===== config.mk =====
export PLATFORM = sky130hd
export DESIGN_NAME = bspline_curve_evaluator_core
export DESIGN_NICKNAME = d
export VERILOG_FILES = /design/src/bsce_pkg.sv /design/src/bsce_ram.sv /design/src/bsce_ctrl.sv /design/src/bsce_datapath.sv /design/src/bspline_curve_evaluator_core.sv
export SDC_FILE = /design/constraint.sdc
export NUM_CORES = 2
export LEC_CHECK = 0
export CORE_MARGIN = 2
export CORE_UTILIZATION = 52
export CTS_CLUSTER_DIAMETER = 40
export DETAILED_ROUTE_END_ITERATION = 10
export DONT_BUFFER_PORTS = 1
export HOLD_SLACK_MARGIN = 0.05
export PLACE_DENSITY = 0.81
export SLEW_MARGIN = 20
export SYNTH_ARGS = -nofsm -noshare
export SYNTH_HDL_FRONTEND = slang
export SYNTH_HIERARCHICAL = 1
export SYNTH_SLANG_ARGS = --single-unit

===== constraint.sdc =====
create_clock -name i_clk -period 8.2 [get_ports i_clk]
set_clock_uncertainty 0.05 [all_clocks]
set_input_delay 0.82 -clock i_clk [delete_from_list [all_inputs] [get_ports i_clk]]
set_output_delay 0.82 -clock i_clk [all_outputs]
set_load 0.01 [all_outputs]

===== src/bsce_pkg.sv =====
// bsce_pkg: shared types and constants for the B-spline curve evaluator.
// Used by bsce_ctrl, bsce_datapath and bspline_curve_evaluator_core.
package bsce_pkg;

    localparam int CTR_W      = 3;
    localparam int HEIGHT_W   = 16;
    localparam int POS_W      = 16;
    localparam int INDEX_W    = 6;
    localparam int COUNT_W    = 7;
    localparam int OUT_W      = 24;
    localparam int BASIS_W    = 31;
    localparam int BASIS_ONE_BIT = 30;
    localparam logic [COUNT_W-1:0] COUNT_RESET = 7'd4;

    localparam logic MODE_LOAD = 1'b0;
    localparam logic MODE_EVAL = 1'b1;

    typedef struct packed {
        logic             wr;
        logic             start;
        logic             span;
        logic             init;
        logic             load;
        logic             mul;
        logic             div_init;
        logic             div_step;
        logic             acc;
        logic             store;
        logic             rd;
        logic             mac;
        logic             out;
        logic             side;
        logic [CTR_W-1:0] p;
        logic [CTR_W-1:0] k;
    } t_cmd;

    typedef struct packed {
        logic guard;
        logic div_last;
    } t_status;

endpackage


===== src/bsce_ram.sv =====
// bsce_ram: generic single-write, single-read RAM with registered read data.
// No dependencies.
module bsce_ram #(
    parameter int WIDTH = 16,
    parameter int DEPTH = 64
) (
    input  logic                     i_clk,
    input  logic                     i_we,
    input  logic [$clog2(DEPTH)-1:0] i_waddr,
    input  logic [WIDTH-1:0]         i_wdata,
    input  logic [$clog2(DEPTH)-1:0] i_raddr,
    output logic [WIDTH-1:0]         o_rdata
);

    logic [WIDTH-1:0] r_mem [DEPTH];
    logic [WIDTH-1:0] r_rdata;

    always_ff @(posedge i_clk) begin
        if (i_we) begin
            r_mem[i_waddr] <= i_wdata;
        end
        r_rdata <= r_mem[i_raddr];
    end

    assign o_rdata = r_rdata;

endmodule


===== src/bsce_ctrl.sv =====
// bsce_ctrl: sequencer for load and evaluate items; walks the basis triangle.
// Depends on bsce_pkg for command and status types.
module bsce_ctrl #(
    parameter int SPLINE_DEGREE = 3
) (
    input  logic              i_clk,
    input  logic              i_rst_n,
    input  logic              i_in_valid,
    input  logic              i_in_mode,
    output logic              o_in_ready,
    input  logic              i_out_ready,
    output logic              o_out_valid,
    input  bsce_pkg::t_status i_status,
    output bsce_pkg::t_cmd    o_cmd
);

    typedef enum logic [10:0] {
        S_IDLE  = 11'b00000000001,
        S_SPAN  = 11'b00000000010,
        S_INIT  = 11'b00000000100,
        S_LOAD  = 11'b00000001000,
        S_MUL   = 11'b00000010000,
        S_DIVI  = 11'b00000100000,
        S_DIV   = 11'b00001000000,
        S_ACC   = 11'b00010000000,
        S_STORE = 11'b00100000000,
        S_RD    = 11'b01000000000,
        S_MAC   = 11'b10000000000
    } t_state;

    localparam logic [bsce_pkg::CTR_W-1:0] DEG = bsce_pkg::CTR_W'(SPLINE_DEGREE);

    t_state                      r_state, n_state;
    logic [bsce_pkg::CTR_W-1:0]  r_p, n_p, r_k, n_k;
    logic                        r_side, n_side;
    logic                        r_ovalid, n_ovalid;
    logic                        r_fin, n_fin;
    logic                        accept;

    assign o_in_ready  = (r_state == S_IDLE) && !r_fin;
    assign accept      = i_in_valid && o_in_ready;
    assign o_out_valid = r_ovalid;

    always_comb begin
        n_state  = r_state;
        n_p      = r_p;
        n_k      = r_k;
        n_side   = r_side;
        n_fin    = r_fin;
        n_ovalid = r_ovalid && !i_out_ready;
        o_cmd    = '0;
        o_cmd.p    = r_p;
        o_cmd.k    = r_k;
        o_cmd.side = r_side;
        case (r_state)
            S_IDLE: begin
                if (r_fin) begin
                    if (!r_ovalid || i_out_ready) begin
                        o_cmd.out = 1'b1;
                        n_ovalid  = 1'b1;
                        n_fin     = 1'b0;
                    end
                end else if (accept) begin
                    if (i_in_mode == bsce_pkg::MODE_LOAD) begin
                        o_cmd.wr = 1'b1;
                    end else begin
                        o_cmd.start = 1'b1;
                        n_state     = S_SPAN;
                    end
                end
            end
            S_SPAN: begin
                o_cmd.span = 1'b1;
                n_state    = S_INIT;
            end
            S_INIT: begin
                o_cmd.init = 1'b1;
                n_p        = bsce_pkg::CTR_W'(1);
                n_k        = DEG - bsce_pkg::CTR_W'(1);
                n_side     = 1'b0;
                n_state    = S_LOAD;
            end
            S_LOAD: begin
                o_cmd.load = 1'b1;
                n_state    = i_status.guard ? S_MUL : S_ACC;
            end
            S_MUL: begin
                o_cmd.mul = 1'b1;
                n_state   = S_DIVI;
            end
            S_DIVI: begin
                o_cmd.div_init = 1'b1;
                n_state        = S_DIV;
            end
            S_DIV: begin
                o_cmd.div_step = 1'b1;
                if (i_status.div_last) begin
                    n_state = S_ACC;
                end
            end
            S_ACC: begin
                o_cmd.acc = 1'b1;
                if (!r_side) begin
                    n_side  = 1'b1;
                    n_state = S_LOAD;
                end else begin
                    n_side  = 1'b0;
                    n_state = S_STORE;
                end
            end
            S_STORE: begin
                o_cmd.store = 1'b1;
                if (r_k == DEG) begin
                    if (r_p == DEG) begin
                        n_k     = '0;
                        n_state = S_RD;
                    end else begin
                        n_p     = r_p + bsce_pkg::CTR_W'(1);
                        n_k     = DEG - r_p - bsce_pkg::CTR_W'(1);
                        n_state = S_LOAD;
                    end
                end else begin
                    n_k     = r_k + bsce_pkg::CTR_W'(1);
                    n_state = S_LOAD;
                end
            end
            S_RD: begin
                o_cmd.rd = 1'b1;
                n_state  = S_MAC;
            end
            S_MAC: begin
                o_cmd.mac = 1'b1;
                if (r_k == DEG) begin
                    n_fin   = 1'b1;
                    n_state = S_IDLE;
                end else begin
                    n_k     = r_k + bsce_pkg::CTR_W'(1);
                    n_state = S_RD;
                end
            end
            default: begin
                n_state = S_IDLE;
            end
        endcase
    end

    always_ff @(posedge i_clk) begin
        if (!i_rst_n) begin
            r_state  <= S_IDLE;
            r_p      <= '0;
            r_k      <= '0;
            r_side   <= 1'b0;
            r_ovalid <= 1'b0;
            r_fin    <= 1'b0;
        end else begin
            r_state  <= n_state;
            r_p      <= n_p;
            r_k      <= n_k;
            r_side   <= n_side;
            r_ovalid <= n_ovalid;
            r_fin    <= n_fin;
        end
    end

endmodule


===== src/bsce_datapath.sv =====
// bsce_datapath: knot math, basis triangle registers, shared divider, height MAC.
// Depends on bsce_pkg and bsce_ram.
module bsce_datapath #(
    parameter int SPLINE_DEGREE = 3,
    parameter int MAX_POINTS    = 64
) (
    input  logic                                i_clk,
    input  logic                                i_rst_n,
    input  logic                                i_cfg_we,
    input  logic [bsce_pkg::COUNT_W-1:0]        i_cfg_wdata,
    input  logic [bsce_pkg::INDEX_W-1:0]        i_index,
    input  logic signed [bsce_pkg::HEIGHT_W-1:0] i_value,
    input  logic [bsce_pkg::POS_W-1:0]          i_pos,
    input  bsce_pkg::t_cmd                      i_cmd,
    output bsce_pkg::t_status                   o_status,
    output logic signed [bsce_pkg::OUT_W-1:0]   o_result
);

    localparam int D   = SPLINE_DEGREE;
    localparam int NW  = $clog2(MAX_POINTS + 1);
    localparam int MW  = NW + 1;
    localparam int SW  = bsce_pkg::POS_W + MW;
    localparam int AW  = $clog2(MAX_POINTS);
    localparam int KW  = $clog2(D + 1);
    localparam int DW  = 16 + $clog2(D + 1);
    localparam int BW  = bsce_pkg::BASIS_W;
    localparam int PW  = DW + BW;
    localparam int XW  = PW - 16;
    localparam int VW  = $clog2(D + 1);
    localparam int CW  = $clog2(XW + 1);
    localparam int ACW = bsce_pkg::HEIGHT_W + BW + 1 + $clog2(D + 2);
    localparam int MPW = bsce_pkg::HEIGHT_W + BW + 1;

    function automatic int knot_k(int j, int n, int m);
        int r;
        if (j < D) begin
            r = 0;
        end else if (j <= n) begin
            r = j - D + 1;
        end else begin
            r = m;
        end
        return r;
    endfunction

    logic [bsce_pkg::COUNT_W-1:0] r_point_count;
    logic [bsce_pkg::POS_W-1:0]   r_pos;
    logic [SW-1:0]                r_s;
    logic [BW-1:0]                r_b [D+1];
    logic [DW-1:0]                r_dist;
    logic [VW-1:0]                r_dv;
    logic                         r_guard;
    logic [BW-1:0]                r_bop;
    logic [PW-1:0]                r_prod;
    logic [XW-1:0]                r_quo;
    logic [VW-1:0]                r_rem;
    logic [CW-1:0]                r_cnt;
    logic [BW:0]                  r_sum;
    logic signed [ACW-1:0]        r_acc;
    logic                         r_rd_ok;
    logic signed [bsce_pkg::OUT_W-1:0] r_out;

    logic [NW-1:0]                n_cnt_pts;
    logic [MW-1:0]                m_val;
    logic [MW-1:0]                q_val;
    logic [KW-1:0]                k_idx;
    logic [KW-1:0]                b_idx;
    logic                         b_zero;
    logic [DW-1:0]                t_dist;
    logic [VW-1:0]                t_dv;
    logic                         t_guard;
    logic [AW-1:0]                rd_addr;
    logic                         rd_ok;
    logic                         wr_en;
    logic [bsce_pkg::HEIGHT_W-1:0] ram_dout;
    logic [VW:0]                  div_tmp;
    logic                         div_bit;
    logic signed [ACW-1:0]        rnd;
    logic signed [MPW-1:0]        mac_prod;

    always_comb begin
        int pc;
        pc = int'(r_point_count);
        if (pc < D) pc = D;
        if (pc > MAX_POINTS) pc = MAX_POINTS;
        n_cnt_pts = NW'(pc);
        m_val     = MW'(pc - D + 2);
    end

    assign q_val = r_s[SW-1:bsce_pkg::POS_W];
    assign k_idx = i_cmd.k[KW-1:0];

    always_comb begin
        int j, pp, lo, hi, dlen, sc;
        j  = int'(q_val) + int'(i_cmd.k) - 1;
        pp = int'(i_cmd.p);
        sc = int'(r_s);
        b_idx  = k_idx;
        b_zero = 1'b0;
        if (!i_cmd.side) begin
            lo   = knot_k(j, int'(n_cnt_pts), int'(m_val));
            hi   = knot_k(j + pp, int'(n_cnt_pts), int'(m_val));
            dlen = sc - lo * 65536;
        end else begin
            lo   = knot_k(j + 1, int'(n_cnt_pts), int'(m_val));
            hi   = knot_k(j + pp + 1, int'(n_cnt_pts), int'(m_val));
            dlen = hi * 65536 - sc;
            if (int'(i_cmd.k) >= D) begin
                b_zero = 1'b1;
            end else begin
                b_idx = k_idx + KW'(1);
            end
        end
        t_dist  = DW'(dlen);
        t_dv    = VW'(hi - lo);
        t_guard = (hi != lo) && (j >= 0) && !b_zero && (r_b[b_idx] != '0);
        rd_ok   = (j >= 0) && (j < int'(n_cnt_pts));
        rd_addr = AW'(j);
    end

    assign o_status = '{guard: t_guard, div_last: (r_cnt == CW'(1))};

    assign div_tmp = {r_rem, r_quo[XW-1]};
    assign div_bit = (div_tmp >= {1'b0, r_dv});

    assign wr_en = i_cmd.wr && (32'(i_index) < MAX_POINTS);

    assign mac_prod = MPW'($signed(ram_dout)) * MPW'($signed({1'b0, r_b[k_idx]}));

    bsce_ram #(
        .WIDTH(bsce_pkg::HEIGHT_W),
        .DEPTH(MAX_POINTS)
    ) u_heights (
        .i_clk   (i_clk),
        .i_we    (wr_en),
        .i_waddr (AW'(i_index)),
        .i_wdata (i_value),
        .i_raddr (rd_addr),
        .o_rdata (ram_dout)
    );

    always_ff @(posedge i_clk) begin
        if (!i_rst_n) begin
            r_point_count <= bsce_pkg::COUNT_RESET;
        end else if (i_cfg_we) begin
            r_point_count <= i_cfg_wdata;
        end
    end

    always_ff @(posedge i_clk) begin
        if (i_cmd.start) begin
            r_pos <= i_pos;
        end
        if (i_cmd.span) begin
            r_s <= SW'(r_pos) * SW'(m_val);
        end
        if (i_cmd.init) begin
            for (int i = 0; i < D; i++) begin
                r_b[i] <= '0;
            end
            r_b[D] <= BW'(1) << bsce_pkg::BASIS_ONE_BIT;
            r_sum  <= '0;
            r_acc  <= '0;
        end
        if (i_cmd.load) begin
            r_dist  <= t_dist;
            r_dv    <= t_dv;
            r_guard <= t_guard;
            r_bop   <= r_b[b_idx];
        end
        if (i_cmd.mul) begin
            r_prod <= PW'(r_dist) * PW'(r_bop);
        end
        if (i_cmd.div_init) begin
            r_quo <= r_prod[PW-1:16];
            r_rem <= '0;
            r_cnt <= CW'(XW);
        end
        if (i_cmd.div_step) begin
            r_rem <= div_bit ? VW'(div_tmp - {1'b0, r_dv}) : div_tmp[VW-1:0];
            r_quo <= {r_quo[XW-2:0], div_bit};
            r_cnt <= r_cnt - CW'(1);
        end
        if (i_cmd.acc && r_guard) begin
            r_sum <= r_sum + (BW+1)'(r_quo[BW-1:0]);
        end
        if (i_cmd.acc) begin
            r_guard <= 1'b0;
        end
        if (i_cmd.store) begin
            r_b[k_idx] <= r_sum[BW-1:0];
            r_sum      <= '0;
        end
        if (i_cmd.rd) begin
            r_rd_ok <= rd_ok;
        end
        if (i_cmd.mac && r_rd_ok) begin
            r_acc <= r_acc + ACW'(mac_prod);
        end
        if (i_cmd.out) begin
            r_out <= (rnd > $signed({{(ACW-24){1'b0}}, 24'h7FFFFF})) ? 24'sh7FFFFF :
                     (rnd < $signed({{(ACW-24){1'b1}}, 24'h800000})) ? 24'sh800000 :
                     rnd[bsce_pkg::OUT_W-1:0];
        end
    end

    assign rnd      = (r_acc + (ACW'(1) << 21)) >>> 22;
    assign o_result = r_out;

endmodule


===== src/bspline_curve_evaluator_core.sv =====
// A load item is written to the height RAM in the cycle it is taken. An evaluate item
// (degree 3) runs setup, then up to 12 nonzero basis terms through the 33-step shared
// divider and 6 zero terms that skip it, with 9 stores, then height accumulation and output.
// Throughput: one evaluate item at a time; the next item is taken the cycle after the result
// register loads. Reset (i_rst_n, synchronous, active low) clears control, point_count = 4.
module bspline_curve_evaluator_core #(
    parameter int SPLINE_DEGREE = 3,
    parameter int MAX_POINTS    = 64
) (
    input  logic        i_clk,
    input  logic        i_rst_n,
    input  logic        i_cfg_we,
    input  logic [6:0]  i_cfg_wdata,      // point_count
    input  logic        s_axis_tvalid,
    output logic        s_axis_tready,
    input  logic [39:0] s_axis_tdata,     // point_index[5:0], point_value[21:6],
                                          // eval_position[37:22], zero pad
    input  logic [0:0]  s_axis_tuser,     // mode
    output logic        m_axis_tvalid,
    input  logic        m_axis_tready,
    output logic [23:0] m_axis_tdata      // curve_value
);

    bsce_pkg::t_cmd    cmd;
    bsce_pkg::t_status status;
    logic signed [bsce_pkg::OUT_W-1:0] result;

    bsce_ctrl #(
        .SPLINE_DEGREE(SPLINE_DEGREE)
    ) u_ctrl (
        .i_clk       (i_clk),
        .i_rst_n     (i_rst_n),
        .i_in_valid  (s_axis_tvalid),
        .i_in_mode   (s_axis_tuser[0]),
        .o_in_ready  (s_axis_tready),
        .i_out_ready (m_axis_tready),
        .o_out_valid (m_axis_tvalid),
        .i_status    (status),
        .o_cmd       (cmd)
    );

    bsce_datapath #(
        .SPLINE_DEGREE(SPLINE_DEGREE),
        .MAX_POINTS   (MAX_POINTS)
    ) u_dp (
        .i_clk       (i_clk),
        .i_rst_n     (i_rst_n),
        .i_cfg_we    (i_cfg_we),
        .i_cfg_wdata (i_cfg_wdata),
        .i_index     (s_axis_tdata[5:0]),
        .i_value     (s_axis_tdata[21:6]),
        .i_pos       (s_axis_tdata[37:22]),
        .i_cmd       (cmd),
        .o_status    (status),
        .o_result    (result)
    );

    assign m_axis_tdata = result;

endmodule

After elaboration in Yosys (flattened, before gate mapping) --
Memory sizes are Yosys's and may differ from the RTL's. A register that Yosys moved wholly into a read port is not among the register bits. Index checks and enable logic that the tools add are counted.
Word-level totals: memory bits (writable) 1148, output and inout bits 26, memories 2, bits in registers 317
Operators by class: magnitude comparators 16, equal/unequal tests 23, multiplexer cells 86, reductions and logical operators 27, $add $sub $neg 28, $mul 3
Memories:
- u_dp.u_heights.r_mem | words 64, width 16, rd ports 1, clocked after memory_dff 1, wr ports 1, line bsce_ram.sv:15 | logic [WIDTH-1:0] r_mem [DEPTH];
- u_dp.r_b | words 4, width 31, rd ports 2, clocked after memory_dff 1, wr ports 4, line bsce_datapath.sv:49 | logic [BW-1:0] r_b [D+1];
Operators with widths (number):
- 2-to-1 mux 32 bit | 14
- adder 32 x 2 -> 32 bit, second input constant | 6
- <= comparator 32 x 8 -> 1 bit | 4
- < comparator 32 x 3 -> 1 bit, second input constant | 4
- subtractor 32 x 3 -> 32 bit, second input constant | 4
- one-hot mux 11 bit (11 select lines) | 1
- 2-to-1 mux 51 bit | 2
- 2-to-1 mux 33 bit | 2
- adder 51 x 23 -> 51 bit, second input constant | 1
- adder 51 x 48 -> 51 bit | 1
- multiplier 18 x 31 -> 49 bit | 1
- multiplier 16 x 32 -> 48 bit | 1
- 2-to-1 mux 11 bit | 4
- subtractor 18 bit | 2
- adder 32 x 31 -> 32 bit | 1
- adder 32 x 4 -> 32 bit | 1
- greater-or-equal comparator 32 x 1 -> 1 bit, second input constant | 1
- < comparator 32 x 8 -> 1 bit | 1
- inequality test 32 bit | 1
- subtractor 32 x 2 -> 32 bit, second input constant | 1
- 2-to-1 mux 1 bit | 31
- 2-to-1 mux 31 bit | 1
- nonzero test 31 bit | 1
- OR reduction 31 bit | 1
- 51 further kinds | 96

Depth between registers and ports, before layout --
depth after elaboration 16, mapped depth 36, mapped depth without buffers 33

By module --
The synthesis kept the hierarchy.
By module, submodules not included:
- bsce_datapath | cells each 6200, times used 1, area an instance 60325.4 um^2, sequential area each 11741.3 um^2
- bsce_ram | cells each 1829, times used 1, area an instance 40042.2 um^2, sequential area each 31069.8 um^2
- bsce_ctrl | cells each 157, times used 1, area an instance 1290.0 um^2, sequential area each 400.4 um^2

Least setup slack after synthesis --
OpenSTA, ideal clock, no wires.
path kind reg2reg, start register u_ctrl/r_k[1] (netlist name), end register u_dp.r_acc[48], data pin, buffers on the path 4, arrival 8.471 ns, period minus slack after synthesis 8.787 ns, library setup time 0.266 ns, stages on the path, launching flop included 33, path slack -0.587 ns, cell sequence dfxtp_1 -> clkbuf_1 -> buf_1 -> clkbuf_1 -> mux4_2 -> clkbuf_1 -> nand2_1 -> fa_1 -> inv_1 -> fa_1 -> inv_1 -> fa_1 -> inv_1 -> fa_1 -> inv_1 -> fa_1 -> inv_1 -> fa_1 -> ha_1 -> o21a_1 -> o21ai_0 -> nor3_1 -> a211oi_1 -> o21ai_0 -> nand3_1 -> a21oi_1 -> a2111oi_0 -> o21ai_0 -> a311oi_1 -> nor2_1 -> a311oi_1 -> xor2_1 -> nor2_1
RTL lines:
- end signal, assigned | line bsce_datapath.sv:198 | r_acc <= r_acc + ACW'(mac_prod);
- end, declared | line bsce_datapath.sv:59 | logic signed [ACW-1:0] r_acc;

==> qor.csv <==
metric,value,unit
synth_largest_area_cell,edfxtp_1,
crit_path_frequent_cell,fa_1,
initial_core_util,52.24,%
start_kind,register,
drt_iter0_drc,7137,
antenna_left,0,
syn_avg_cell_area,12.42,um2
hold_class,in -> reg,
antenna_found_initial,9,
finalNonFillerCells,11030,
drive_gt1_share,13.25,%
root_buffer,clkbuf_16,
clk_latency,0.84,ns
path_max_fanout,5,
die_area,0.1991,mm2
timing.critical_path.buf_inv,7,
vias,67400,
htreeDepth,4,
yosys.area.top_type_share,41.03,%
max_freq,126.5,MHz
power.leakage,45.63,nW
synth_area_leaders,"edfxtp_1 (41%), fa_1 (20%), mux4_2 (6.2%), ha_1 (5.3%), inv_1 (4.1%)",
final.min_clock_period,7.904,ns
synth-seq-cells,1464,
port_buffers,0,
fin_util,57.85,%
fillers,14560,
yosysUniqueCellTypes,121,
rows,162,
p_per_area,210.6,mW/mm2
clock_sinks,1464,
io_pins,79,
place_congestion,0.9447,
viasPerCell,6.112,
path_class,reg -> reg,
max_stage_delay,0.54,ns
first_pass_iters,7,
worstPathRequired,8.64,ns
final_max_slew_viol_count,0,
end_kind,register,
totalWireLength,276.1,mm
period_share,96.39,%
die_w,446.2,um
hold_viol,0,
maxSlewHeadroom,18.12,%
synth_cells,8186,
placed_cell_area,0.1054,mm2
synthTopCellsByCount,"edfxtp_1 (1389), inv_1 (1122), fa_1 (1001), nand2_1 (960), ha_1 (432)",
clkTransAtPathRegs,0.06,ns
tightest_slew,1.224,ns
numCtsBuffers,175,
yosysWarnings,6,
cts_tree,yes,
critical_path.slowest_cell,mux4_2,
rsz0062_at_grt,false,
synth_edf_count,1389,
synth_ff_type,edfxtp_1,
syn_to_final_growth,10.73,%
outcome,finished clean,
placed_cells,10630,
arrival,8.35,ns
grt_pass1_vias,70600,
grt_max_degree,153,
grt_pass1_wl,422.3,mm
crit_family,adder cells,
fp.coreArea,0.1946,mm2
setup_tns,0,ns
final-setup-viol-count,0,
fin_area,0.1126,mm2
synth.cell_area,0.1017,mm2
async_flop_share,0,%
maxCapViolations,0,
nNetsFinal,9818,
drc_errors,0,
yosysMostFrequentCell,edfxtp_1,
dp_hpwl,183.1,mm
cts_max_path_buffers,3,
ys_seq_area_share,42.51,%
overflow,0,
drt-wirelength-per-cell,25.04,um
die_y,446.2,um
grt_usage,27.96,%
peakVddDrop,0.2922,mV
[layer usage]
metal	up-vias	track usage, %	part of all wire [%]
met5	-	0	0.032
met4	10	14.32	5.6
met3	897	6.126	10
met1	34160	34.92	35
li1	28240	-	-
met2	4098	45.96	49
[where the power goes]
part | total (mW) | switching [mW] | internal (mW)
sequential | 8.45 | 0.145 | 8.31
clock | 7.98 | 3.52 | 4.47
combinational | 7.27 | 4.29 | 2.98
[state kept, by name, summed over array words and instances, names as in the netlist, 11 cells and up]
| name | flops |
|---|---|
| u_dp/r_s | 24 |
| u_dp/r_b | 124 |
| u_ctrl/r_state | 11 |
| u_dp/r_prod | 33 |
| u_dp/r_quo | 33 |
| u_dp/r_bop | 31 |
| u_dp/u_heights/r_mem | 1024 |
| u_dp/r_sum | 31 |
| u_dp/o_result | 24 |
| u_dp/u_heights/o_rdata | 16 |
| u_dp/r_acc | 51 |
| u_dp/r_pos | 16 |
| u_dp/r_dist | 18 |
[cells in the final DEF (no fill, tap or decap), drive strengths merged, types with 46 or more instances in the layout]
master	n
xor2	78
xnor2	136
mux4	286
mux2	60
a21o	75
nand3	89
nor2b	79
buf	350
a22oi	46
ha	432
edfxtp	1389
nand2	962
nand2b	73
nor3	70
and2	398
clkinv	66
a21oi	193
clkbuf	192
fa	1001
mux2i	106
inv	1165
nor2	289
o21ai	139
and3	165
dfxtp	75
[metrics by stage]
step	power, mW	hold WS [ns]	worst slack, ns
floorplan	13.50	0.4000	0.02789
global placement	15.21	0.4159	-0.5420
detailed placement	15.40	0.4231	-0.5180
CTS	23.54	0.06233	0.04656
global route	24.75	0.08234	0.008935
finish	23.71	0.09271	0.2964
[area by class of cell]
class,instances,area (um2),area share [%]
clock inverters,130,1613,1.433
well taps,2542,3181,2.826
clock buffers,192,4443,3.947
repair buffers,374,3297,2.929
flip-flops and latches,1464,43220,38.40
diodes,8,20.02,0.01778
inverters,1127,4249,3.775
multi-input cells,5190,52540,46.68
[path summary, 6_finish.rpt]
| kind | start | endpoint | slack [ns] | cells after the start |
|---|---|---|---|---|
| setup / recovery | u_ctrl/r_k[0] | u_dp/r_acc[43] | 0.30 | 28 |
| hold / removal | s_axis_tdata[27] | u_dp/r_pos[5] | 0.09 | 0 |
| setup reg to reg | u_ctrl/r_k[0] | u_dp/r_acc[43] | 0.30 | 28 |
| hold reg to reg | u_dp/r_s[0] | u_dp/r_dist[0] | 0.44 | 0 |
[cells by family after synthesis]
family	after synthesis	share of synthesized area [%]
fa+ha+maj	1435	25.05
other cells	2	0.007388
mux	452	8.059
simple gates	2306	11.22
buf+inv	1546	6.142
compound gates	766	5.140
flops	1464	42.51
xor+xnor	215	1.873
[timing repair]
item                       CTS  global route
buffers inserted             0            21
pin swaps                    1             6
hold buffers                44             0
hold endpoints to repair   798             0
setup endpoints to repair   11            21
gates resized for setup      8            22
Power figures use the tool's default switching activity.
